--- config.mk ---
export PLATFORM = sky130hd
export DESIGN_NAME = idbc_front
export DESIGN_NICKNAME = d
export VERILOG_FILES = /design/src/design/idbc_pkg.sv /design/src/design/idbc_front.sv
export SDC_FILE = /design/constraint.sdc
export NUM_CORES = 1
export LEC_CHECK = 0
export BUFFER_PORTS_ARGS = -buffer_cell sky130_fd_sc_hd__buf_2
export CORE_UTILIZATION = 30
export DETAILED_ROUTE_END_ITERATION = 8
export MAX_ROUTING_LAYER = met4
export PLACE_DENSITY = 0.49
export SLEW_MARGIN = 20
export SYNTH_ARGS = -nofsm -noshare
export SYNTH_HDL_FRONTEND = slang
export SYNTH_SLANG_ARGS = --single-unit
--- constraint.sdc ---
create_clock -name clk -period 14.4 [get_ports clk]
set_input_delay 2.88 -clock clk [delete_from_list [all_inputs] [get_ports clk]]
set_output_delay 2.88 -clock clk [all_outputs]
set_load 0.1 [all_outputs]
--- src/design/idbc_pkg.sv ---
// Package for the image difference box checker.
// Widths, register indexes, verdict codes and the record and result layouts.
// No dependencies.
package idbc_pkg;

  localparam int MAX_DIM         = 4096;
  localparam int POS_W           = 12;
  localparam int DIM_W           = 13;
  localparam int SUM_W           = 17;
  localparam int CNT_W           = 25;
  localparam int PIX_W           = 32;
  localparam int BOX_W           = 64;
  localparam int BOX_FIELD_W     = 16;
  localparam int CFG_IDX_W       = 3;
  localparam int CFG_DATA_W      = 64;
  localparam int NUM_BOX_REGS    = 4;
  localparam int NUM_BOXES_DEF   = 4;
  localparam int QUEUE_DEPTH_DEF = 4;
  localparam int IN_DATA_W       = 64;
  localparam int OUT_DATA_W      = 104;
  localparam int OUT_PAD_W       = 4;

  typedef enum logic [CFG_IDX_W-1:0] {
    REG_FRAME_WIDTH  = 3'd0,
    REG_FRAME_HEIGHT = 3'd1,
    REG_BOXES_IN_USE = 3'd2,
    REG_BOX_0        = 3'd3,
    REG_BOX_1        = 3'd4,
    REG_BOX_2        = 3'd5,
    REG_BOX_3        = 3'd6
  } cfg_reg_t;

  typedef enum logic [1:0] {
    VERDICT_SAME    = 2'd0,
    VERDICT_INSIDE  = 2'd1,
    VERDICT_OUTSIDE = 2'd2
  } verdict_t;

  // one classified pixel, front to back
  typedef struct packed {
    logic             diff;
    logic             outside;
    logic             last;
    logic             any_box;
    logic [POS_W-1:0] column;
    logic [POS_W-1:0] row;
  } rec_t;

  // result beat, last field in the lowest bits
  typedef struct packed {
    logic [OUT_PAD_W-1:0] pad;
    logic [1:0]           verdict;
    logic [POS_W-1:0]     box_bottom;
    logic [POS_W-1:0]     box_top;
    logic [POS_W-1:0]     box_right;
    logic [POS_W-1:0]     box_left;
    logic [CNT_W-1:0]     outside_count;
    logic [CNT_W-1:0]     differing_count;
  } result_t;

endpackage

--- src/design/idbc_front.sv ---
// Front end: configuration registers, raster position counters and per-pixel
// classification against the allowed boxes. Depends on idbc_pkg.
module idbc_front #(
  parameter int NUM_BOXES = idbc_pkg::NUM_BOXES_DEF
) (
  input  logic                             clk,
  input  logic                             rst,
  input  logic                             cfg_we,
  input  logic [idbc_pkg::CFG_IDX_W-1:0]   cfg_index,
  input  logic [idbc_pkg::CFG_DATA_W-1:0]  cfg_data,
  input  logic                             in_valid,
  input  logic                             queue_full,
  input  logic [idbc_pkg::PIX_W-1:0]       before_pixel,
  input  logic [idbc_pkg::PIX_W-1:0]       after_pixel,
  output logic                             in_ready,
  output logic                             push,
  output idbc_pkg::rec_t                   rec
);

  localparam int POS_W = idbc_pkg::POS_W;
  localparam int DIM_W = idbc_pkg::DIM_W;
  localparam int SUM_W = idbc_pkg::SUM_W;
  localparam int FW    = idbc_pkg::BOX_FIELD_W;

  logic [DIM_W-1:0]          frame_width;
  logic [DIM_W-1:0]          frame_height;
  logic [2:0]                boxes_in_use;
  logic [idbc_pkg::BOX_W-1:0] boxes [NUM_BOXES];

  logic [POS_W-1:0] column;
  logic [POS_W-1:0] row;

  logic [DIM_W-1:0] w_eff;
  logic [DIM_W-1:0] h_eff;
  logic             col_wrap;
  logic             row_wrap;
  logic             in_any_box;

  function automatic logic in_box(input logic [idbc_pkg::BOX_W-1:0] box,
                                  input logic [POS_W-1:0] x,
                                  input logic [POS_W-1:0] y);
    logic [SUM_W-1:0] xe;
    logic [SUM_W-1:0] ye;
    logic [SUM_W-1:0] bx;
    logic [SUM_W-1:0] by;
    logic [SUM_W-1:0] bw;
    logic [SUM_W-1:0] bh;
    xe = SUM_W'(x);
    ye = SUM_W'(y);
    bx = SUM_W'(box[FW-1:0]);
    by = SUM_W'(box[2*FW-1:FW]);
    bw = SUM_W'(box[3*FW-1:2*FW]);
    bh = SUM_W'(box[4*FW-1:3*FW]);
    return (xe >= bx) && (xe < bx + bw) && (ye >= by) && (ye < by + bh);
  endfunction

  function automatic logic [DIM_W-1:0] clamp_dim(input logic [DIM_W-1:0] v);
    if (v == '0) begin
      return DIM_W'(1);
    end else if (v > DIM_W'(idbc_pkg::MAX_DIM)) begin
      return DIM_W'(idbc_pkg::MAX_DIM);
    end
    return v;
  endfunction

  always_ff @(posedge clk) begin
    if (rst) begin
      frame_width  <= DIM_W'(idbc_pkg::MAX_DIM);
      frame_height <= DIM_W'(idbc_pkg::MAX_DIM);
      boxes_in_use <= '0;
      for (int b = 0; b < NUM_BOXES; b++) begin
        boxes[b] <= '0;
      end
    end else if (cfg_we) begin
      unique case (cfg_index)
        idbc_pkg::REG_FRAME_WIDTH:  frame_width  <= cfg_data[DIM_W-1:0];
        idbc_pkg::REG_FRAME_HEIGHT: frame_height <= cfg_data[DIM_W-1:0];
        idbc_pkg::REG_BOXES_IN_USE: boxes_in_use <= cfg_data[2:0];
        default: begin
          for (int b = 0; b < NUM_BOXES; b++) begin
            if (b < idbc_pkg::NUM_BOX_REGS &&
                int'(cfg_index) == int'(idbc_pkg::REG_BOX_0) + b) begin
              boxes[b] <= cfg_data;
            end
          end
        end
      endcase
    end
  end

  always_comb begin
    w_eff      = clamp_dim(frame_width);
    h_eff      = clamp_dim(frame_height);
    col_wrap   = (DIM_W'(column) + DIM_W'(1)) >= w_eff;
    row_wrap   = (DIM_W'(row) + DIM_W'(1)) >= h_eff;
    in_any_box = 1'b0;
    for (int b = 0; b < NUM_BOXES; b++) begin
      // boxes_in_use above NUM_BOXES simply enables all of them
      if (b < int'(boxes_in_use) && in_box(boxes[b], column, row)) begin
        in_any_box = 1'b1;
      end
    end
  end

  assign in_ready = !queue_full;
  assign push     = in_valid && in_ready;

  always_comb begin
    rec.diff    = before_pixel != after_pixel;
    rec.outside = (before_pixel != after_pixel) && !in_any_box;
    rec.last    = col_wrap && row_wrap;
    rec.any_box = boxes_in_use != '0;
    rec.column  = column;
    rec.row     = row;
  end

  always_ff @(posedge clk) begin
    if (rst) begin
      column <= '0;
      row    <= '0;
    end else if (push) begin
      if (col_wrap) begin
        column <= '0;
        row    <= row_wrap ? '0 : row + POS_W'(1);
      end else begin
        column <= column + POS_W'(1);
      end
    end
  end

endmodule

==> results of run 1 <==
worst paths after layout:
kind | to | cells past startpoint | from
min | frame_height[0] | 2 | frame_height[0]
max reg2reg | column[2] | 15 | column[1]
max | rec[26] | 17 | boxes[3][3]
min reg2reg | frame_height[0] | 2 | frame_height[0]
synthesized netlist by cell type (6+ instances only):
library cell and instances:
ha_1 340, fa_1 8, o21a_1 36, and3_1 11, nor4_1 31, a211oi_1 17, a21oi_1 161, nand4_1 19
or3b_1 6, a31oi_1 17, clkbuf_1 42, nand2_1 173, or3_1 8, dfxtp_1 53, or2_2 9, nor2_1 104
o21ai_1 8, inv_1 142, nand3_1 30, nand3b_1 7, o21ai_0 80, o211ai_1 17, o2111ai_1 12, nor3_1 33
nor2b_1 28, nand2b_1 43, edfxtp_1 256, xor2_1 94, o21bai_1 8, a211o_1 12, a2111oi_0 13, xnor2_1 38
mux2i_1 9, o31ai_1 10, a21o_1 47, and2_1 260
worst min-delay path: stages (launching register included):
cell	delay (ns)
dfxtp_1	0.31
nand2_1	0.05
a21oi_1	0.05
logic make-up (layout without fill, tap and decap cells):
group / count (synthesis) / after routing / synth area share [%]
XOR/XNOR: 132 / 132 / 5.11
AND/OR/NAND/NOR: 787 / 787 / 18.8
buffers and inverters: 189 / 400 / 3.16
AO/OA/AOI/OAI: 495 / 495 / 14.3
flip-flops: 309 / 309 / 38.7
multiplexers: 10 / 10 / 0.448
other: 0 / 11 / 0
adder cells (fa/ha/maj): 348 / 348 / 19.5
power by group:
part           internal, mW  switching, mW
logic                 0.215          0.297
clock network         0.548          0.389
registers              1.02         0.0271
stage by stage:
step / setup slack [ns] / hold WS, ns / total power [mW]
after detailed placement: 6.30 / 0.456 / 1.58
after floorplan: 6.57 / 0.436 / 1.43
after global placement: 6.36 / 0.445 / 1.56
after global routing: 5.56 / 0.486 / 2.63
after CTS: 5.84 / 0.463 / 2.53
final: 5.89 / 0.460 / 2.50
sequential cells by signal (all words and copies together) (netlist names):
register and count:
frame_width 13, boxes_in_use 3, row 12, boxes 256
column 12, frame_height 13
routing by layer:
| metal | share of wire (%) | global-route usage [%] | vias to the layer above |
|---|---|---|---|
| li1 | - | - | 8632 |
| met1 | 46 | 21.3 | 8205 |
| met2 | 47 | 28.5 | 282 |
| met3 | 4.3 | 3.07 | 78 |
| met4 | 2.4 | 4.57 | 0 |
| met5 | 0 | - | - |
cells in the final DEF, fill, tap and decap left out, types with 17 or more instances in the layout:
master     Yosys  layout
ha_1         340     340
and2_1       260     260
edfxtp_1     256     256
nand2_1      173     173
buf_2          3     165
a21oi_1      161     161
inv_1        142     142
nor2_1       104     104
xor2_1        94      94
o21ai_0       80      80
dfxtp_1       53      53
a21o_1        47      47
nand2b_1      43      43
clkbuf_16      0      39
xnor2_1       38      38
o21a_1        36      36
nand3_1       30      30
nor4_1        31      30
nor3_1        33      30
nor2b_1       28      28
buf_4          0      26
nand4_1       19      19
o211ai_1      17      17
a211oi_1      17      17
layout make-up:
class | instances | area [sq um] | area share [%]
Multi-Input combinational cell | 1772 | 13200 | 50.9
Sequential cell | 309 | 8750 | 33.7
Tap cell | 969 | 1210 | 4.67
Clock buffer | 50 | 1050 | 4.05
Timing Repair Buffer | 191 | 1020 | 3.94
Inverter | 142 | 533 | 2.05
Clock inverter | 17 | 136 | 0.526
Antenna cell | 11 | 27.5 | 0.106
==> flow_metrics.py, run 1 <==
metrics = {
    "worst_setup_path": {
        "endpoint_kind": "output port",
        "rrSetupSlack_ns": 9.93,
        "max_stage_delay_ns": 0.56,
        "arrival_ns": 5.63,
        "critPathMaxFanout": 4,
        "crit_buf_inv": 1,
        "crit_chain": "ha_1 -> a21oi_1 -> nor2b_1 -> a311oi_1 -> a21oi_2 -> a41oi_1 -> nand2b_1 -> a21oi_1 -> xor2_1 -> ha_1 -> or4_1 -> o211ai_1 -> or4_1 -> or4_1 -> o211ai_1 -> and4b_1 -> buf_2",
        "cp_top_family": "compound AO/OA/AOI/OAI gates",
        "required_ns": 11.52,
        "path_class": "reg2out",
        "critPathLaunchType": "flip-flop",
        "cpMostUsedCell": "or4_1",
        "slowest_stage": "or4_1",
    },
    "detailed_routing": {
        "dr.pass1.iters": 5,
        "wl_per_cell_microns": 18.5,
        "avgViaCountPerCell": 4.97,
        "vias": 17197,
        "ant_nets": 0,
        "drt_iter0_drc": 1062,
        "remaining_drc_errors": 0,
        "wirelength_mm": 64.0,
    },
    "die": {
        "start_util_pct": 30.4,
        "core.rowCount": 100,
        "ios": 166,
        "die_w_microns": 276,
        "core_area_sq_mm": 0.0744,
        "dieArea_sq_mm": 0.0764,
        "die_h_microns": 276,
    },
    "sta": {
        "finalSetupViolCount": 0,
        "hold_viol": 0,
        "clock_skew_ns": 0.0189,
        "tns_ns": 0,
        "slew_headroom_pct": 33.9,
        "tightestPinTransition_ns": 0.992,
        "period_needed_ns": 8.51,
        "fmax_ghz": 0.117,
        "grt_setup_unrepaired": "false",
        "drv_slew": 0,
        "post-route-period-util_pct": 59.1,
    },
    "pwr": {
        "ir_drop_uv": 79.2,
        "p_per_area_mw_per_mm2": 96.2,
        "p_leak_nw": 11.3,
    },
    "synth": {
        "syn-num-nets": 2754,
        "synth-edff-count": 256,
        "syn-cell-area_sq_mm": 0.0226,
        "async_reset_ff_share_pct": 0,
        "synth.area.top_cells": "edfxtp_1, ha_1, and2_1, dfxtp_1, xor2_1",
        "synth_top_flop_cell": "edfxtp_1",
        "synth-seq-area-share_pct": 38.7,
        "synth.top_cell.area_share_pct": 34.0,
        "synth-seq-cells": 309,
        "synth_top_area_cell": "edfxtp_1",
        "synth_cell_types": 83,
        "syn_area_per_cell_sq_um": 9.96,
        "synth-warning-count": 0,
        "netlist_instances": 2270,
    },
    "grt": {
        "gr-total-overflow": 0,
        "grt_pass1_vias": 17107,
        "grt_first_pass_wirelength_mm": 99.6,
        "grt_use_total_pct": 17.1,
        "grt_antenna_before_repair": 13,
        "grt_max_degree": 65,
    },
    "outcome": {
        "status": "complete, no violations",
    },
    "placed_design": {
        "gp_congestion": 0.864,
        "dpl_cell_area_sq_mm": 0.0247,
        "dp.cells": 3383,
        "port_buffers": 165,
        "dp_hpwl_mm": 49.4,
    },
    "cts": {
        "numCtsBuffers": 38,
        "cts.sinks": 309,
        "postCtsHoldBufs": 0,
        "cts_max_path_buffers": 3,
        "htree_levels": 2,
        "cts_setup_buffers": 0,
        "ctsResizeCount": 0,
        "cts_root_buffer": "clkbuf_16",
        "cts.clk_slew.worst_paths_ns": 0.06,
        "insertion_delay_ns": 0.56,
        "cts_tree": "built",
    },
    "flow_run": {
        "drv_cap": 0,
    },
    "layout": {
        "syn2layout_area_growth_pct": 14.8,
        "final_nets": 2938,
        "design_area_sq_mm": 0.0259,
        "fill_cells": 7469,
        "fin_cells": 3461,
        "drive_gt1_share_pct": 11.3,
        "utilization_pct": 34.8,
    },
    "worst_hold_path": {
        "hold_class": "reg2reg",
    },
}
(Power assumes the default switching activity.)
==> run 2: changes to the inputs <==
--- a/config.mk
+++ b/config.mk
@@ -5,6 +5,7 @@
 export SDC_FILE = /design/constraint.sdc
 export NUM_CORES = 1
 export LEC_CHECK = 0
+export ABC_AREA = 1
 export BUFFER_PORTS_ARGS = -buffer_cell sky130_fd_sc_hd__buf_2
 export CORE_UTILIZATION = 30
 export DETAILED_ROUTE_END_ITERATION = 8
==> constraint.sdc (replaced) <==
create_clock -name clk -period 8.3 [get_ports clk]
set_input_delay 1.66 -clock clk [delete_from_list [all_inputs] [get_ports clk]]
set_output_delay 1.66 -clock clk [all_outputs]
set_load 0.1 [all_outputs]
==> flow_metrics.py, run 2 <==
metrics = {
    "sta": {
        "grt_setup_unrepaired": "false",
        "fmax_ghz": 0.162,
        "tightestPinTransition_ns": 0.943,
        "finalSetupViolCount": 0,
        "post-route-period-util_pct": 74.5,
        "period_needed_ns": 6.18,
        "tns_ns": 0,
        "slew_headroom_pct": 37.0,
        "drv_slew": 0,
        "hold_viol": 0,
        "clock_skew_ns": 0.0182,
    },
    "detailed_routing": {
        "remaining_drc_errors": 0,
        "drt_iter0_drc": 1232,
        "wirelength_mm": 71.4,
        "ant_nets": 0,
        "avgViaCountPerCell": 4.63,
        "vias": 19672,
        "wl_per_cell_microns": 16.8,
        "dr.pass1.iters": 5,
    },
    "layout": {
        "utilization_pct": 34.8,
        "drive_gt1_share_pct": 9.23,
        "largest_reg_flops": 256,
        "seq_area_sq_mm": 0.00875,
        "final_nets": 3660,
        "final_cell_mix": "nand2_1, inv_1, nor2_1, ha_1, edfxtp_1",
        "num_antenna_cells": 0,
        "syn2layout_area_growth_pct": 14.1,
        "top_register": "boxes",
        "fill_cells": 8310,
        "multi_input_area_sq_mm": 0.0132,
        "largestRegisters": "boxes: 256 flops, frame_height: 13 flops, frame_width: 13 flops",
        "mostFrequentLayoutCell": "nand2_1",
    },
    "synth": {
        "yosysMostFrequentCell": "nand2_1",
        "syn_area_per_cell_sq_um": 7.93,
        "synth-warning-count": 0,
        "synth_cell_types": 48,
        "synth_top_flop_cell": "edfxtp_1",
        "synth.top_cell.area_share_pct": 32.3,
        "synth_top_area_cell": "edfxtp_1",
        "async_reset_ff_share_pct": 0,
        "synth_top_cells_by_count": "nand2_1, inv_1, nor2_1, ha_1, edfxtp_1",
        "synth-seq-cells": 309,
        "netlist_instances": 2995,
        "syn-cell-area_sq_mm": 0.0238,
        "synth.area.top_cells": "edfxtp_1, ha_1, nand2_1, inv_1, nor2_1",
        "synth-seq-area-share_pct": 36.8,
        "syn-num-nets": 3479,
        "synth-edff-count": 256,
    },
    "grt": {
        "grt_use_total_pct": 18.3,
        "grt_antenna_before_repair": 0,
        "grt_max_degree": 65,
        "grt_pass1_vias": 19062,
        "gr-total-overflow": 0,
        "grt_first_pass_wirelength_mm": 110,
    },
    "pwr": {
        "seqPwrFrac_pct": 40.2,
        "power.switching_mw": 1.46,
        "swShare_pct": 32.0,
        "p_per_area_mw_per_mm2": 168,
        "p_comb_share_pct": 23.9,
        "power_frac_clock_pct": 35.9,
        "ir_drop_uv": 133,
        "p_int_mw": 3.09,
        "p_leak_nw": 13.7,
    },
    "cts": {
        "postCtsHoldBufs": 0,
        "cts.sinks": 309,
        "htree_levels": 2,
        "insertion_delay_ns": 0.56,
        "cts.clk_slew.worst_paths_ns": 0.06,
        "cts_root_buffer": "clkbuf_16",
        "cts_setup_buffers": 0,
        "ctsResizeCount": 0,
        "cts_max_path_buffers": 3,
        "numCtsBuffers": 38,
        "cts_tree": "built",
    },
    "die": {
        "dieArea_sq_mm": 0.0803,
        "ios": 166,
        "die_h_microns": 283,
        "core.rowCount": 102,
        "core_area_sq_mm": 0.0780,
        "die_w_microns": 283,
        "start_util_pct": 30.5,
    },
    "worst_setup_path": {
        "critPathMaxFanout": 3,
        "rrSetupSlack_ns": 4.33,
        "arrival_ns": 4.52,
        "required_ns": 6.64,
        "path_class": "reg2out",
        "r2r_end": "row[2]",
        "r2r_start": "column[1]",
        "endpoint_kind": "output port",
        "critPathLaunchType": "flip-flop",
        "ff2ff_path_depth": 16,
    },
    "placed_design": {
        "dp_hpwl_mm": 54.3,
        "port_buffers": 165,
        "gp_congestion": 0.882,
    },
    "worst_hold_path": {
        "whs_endpoint": "column[6]",
        "hold_class": "reg2reg",
        "hold_start": "column[6]",
        "min_delay_path_depth": 2,
    },
    "flow_run": {
        "drv_cap": 0,
    },
    "outcome": {
        "status": "complete, no violations",
    },
}
[run 2: changes by cell type after synthesis, sizes merged, moves of 20 or more]
cell,change
xnor2,+20
a21oi,+81
nand2b,-43
nand3,+86
and2,-257
nor2b,-28
a21o,-38
o21a,-31
nor2,+306
inv,+317
nand2,+523
xor2,-20
[run 2: layout make-up]
cell class	count	share of cell area [%]
Multi-Input combinational cell	2186	48.7
Sequential cell	309	32.3
Inverter	459	6.35
Tap cell	1040	4.80
Clock buffer	49	3.85
Timing Repair Buffer	182	3.52
Clock inverter	21	0.545
[run 2: routing by layer]
| layer | part of all wire (%) | wire [microns] | GRT usage (%) | vias to the layer above |
|---|---|---|---|---|
| met4 | 2.2 | 1540 | 4.36 | 0 |
| met2 | 47 | 33500 | 30.1 | 390 |
| li1 | - | - | - | 10223 |
| met5 | 0 | 0 | - | - |
| met3 | 3.8 | 2740 | 1.82 | 86 |
| met1 | 47 | 33600 | 24.0 | 8973 |
[run 2: worst max path at each step]
stage	from	end	slack, ns	cells after the start
2_1_floorplan	cfg_we	boxes[0][0]	1.11	4
3_3_place_gp	boxes[0][0]	rec[26]	2.79	26
3_5_place_dp	boxes[0][0]	rec[26]	2.74	26
4_1_cts	boxes[0][0]	rec[26]	2.12	26
5_1_grt	boxes[0][0]	rec[26]	1.71	26
6_report	boxes[0][0]	rec[26]	2.12	26
[run 2: power by group through the flow]
| stage | sequential, mW | combinational [mW] | clock, mW |
|---|---|---|---|
| after global placement | 1.86 | 1.09 | 0 |
| after floorplan | 1.86 | 0.795 | 0 |
| after global routing | 1.84 | 1.25 | 1.72 |
| after detailed placement | 1.86 | 1.09 | 0 |
| final | 1.83 | 1.09 | 1.63 |
| after CTS | 1.83 | 1.09 | 1.67 |
[run 2: worst max-delay path, stage by stage (launching register included)]
cell and delay (ns):
edfxtp_1 0.37, ha_1 0.17, inv_1 0.06, fa_1 0.41, inv_1 0.09, nand3_1 0.07, nand3_1 0.14, a31oi_1 0.12
xor2_1 0.16, ha_1 0.30, nand2_1 0.07, nor2_1 0.16, nand3_1 0.11, nand3_1 0.10, nand2_1 0.05, nand2_1 0.05
nand2_1 0.04, nand2_1 0.05, nand2_1 0.05, nor2_1 0.28, nor2_1 0.08, nand3_1 0.08, nor2_1 0.04, nor2_1 0.13
nand2_1 0.08, nor2_2 0.22, buf_2 0.48
[run 2: cells by family (layout without fill, tap and decap cells)]
family	count (synthesis)	after routing	share of synthesized area (%)
simple gates	1315	1315	22.8
fa+ha+maj	348	348	18.6
buf+inv	500	711	7.92
flops	309	309	36.8
compound gates	391	391	9.05
xor+xnor	132	132	4.86
[run 2: metrics by stage]
stage	area, sq um	setup slack (ns)	cells	power, mW	hold slack (ns)
4_1_cts	27100	2.12	4246	4.59	0.515
6_report	27100	2.12	4246	4.55	0.515
3_3_place_gp	25900	2.79	4176	2.95	0.505
5_1_grt	27100	1.71	4246	4.81	0.548
3_5_place_dp	25900	2.74	4176	2.95	0.505
2_1_floorplan	23800	1.11	2995	2.65	0.506
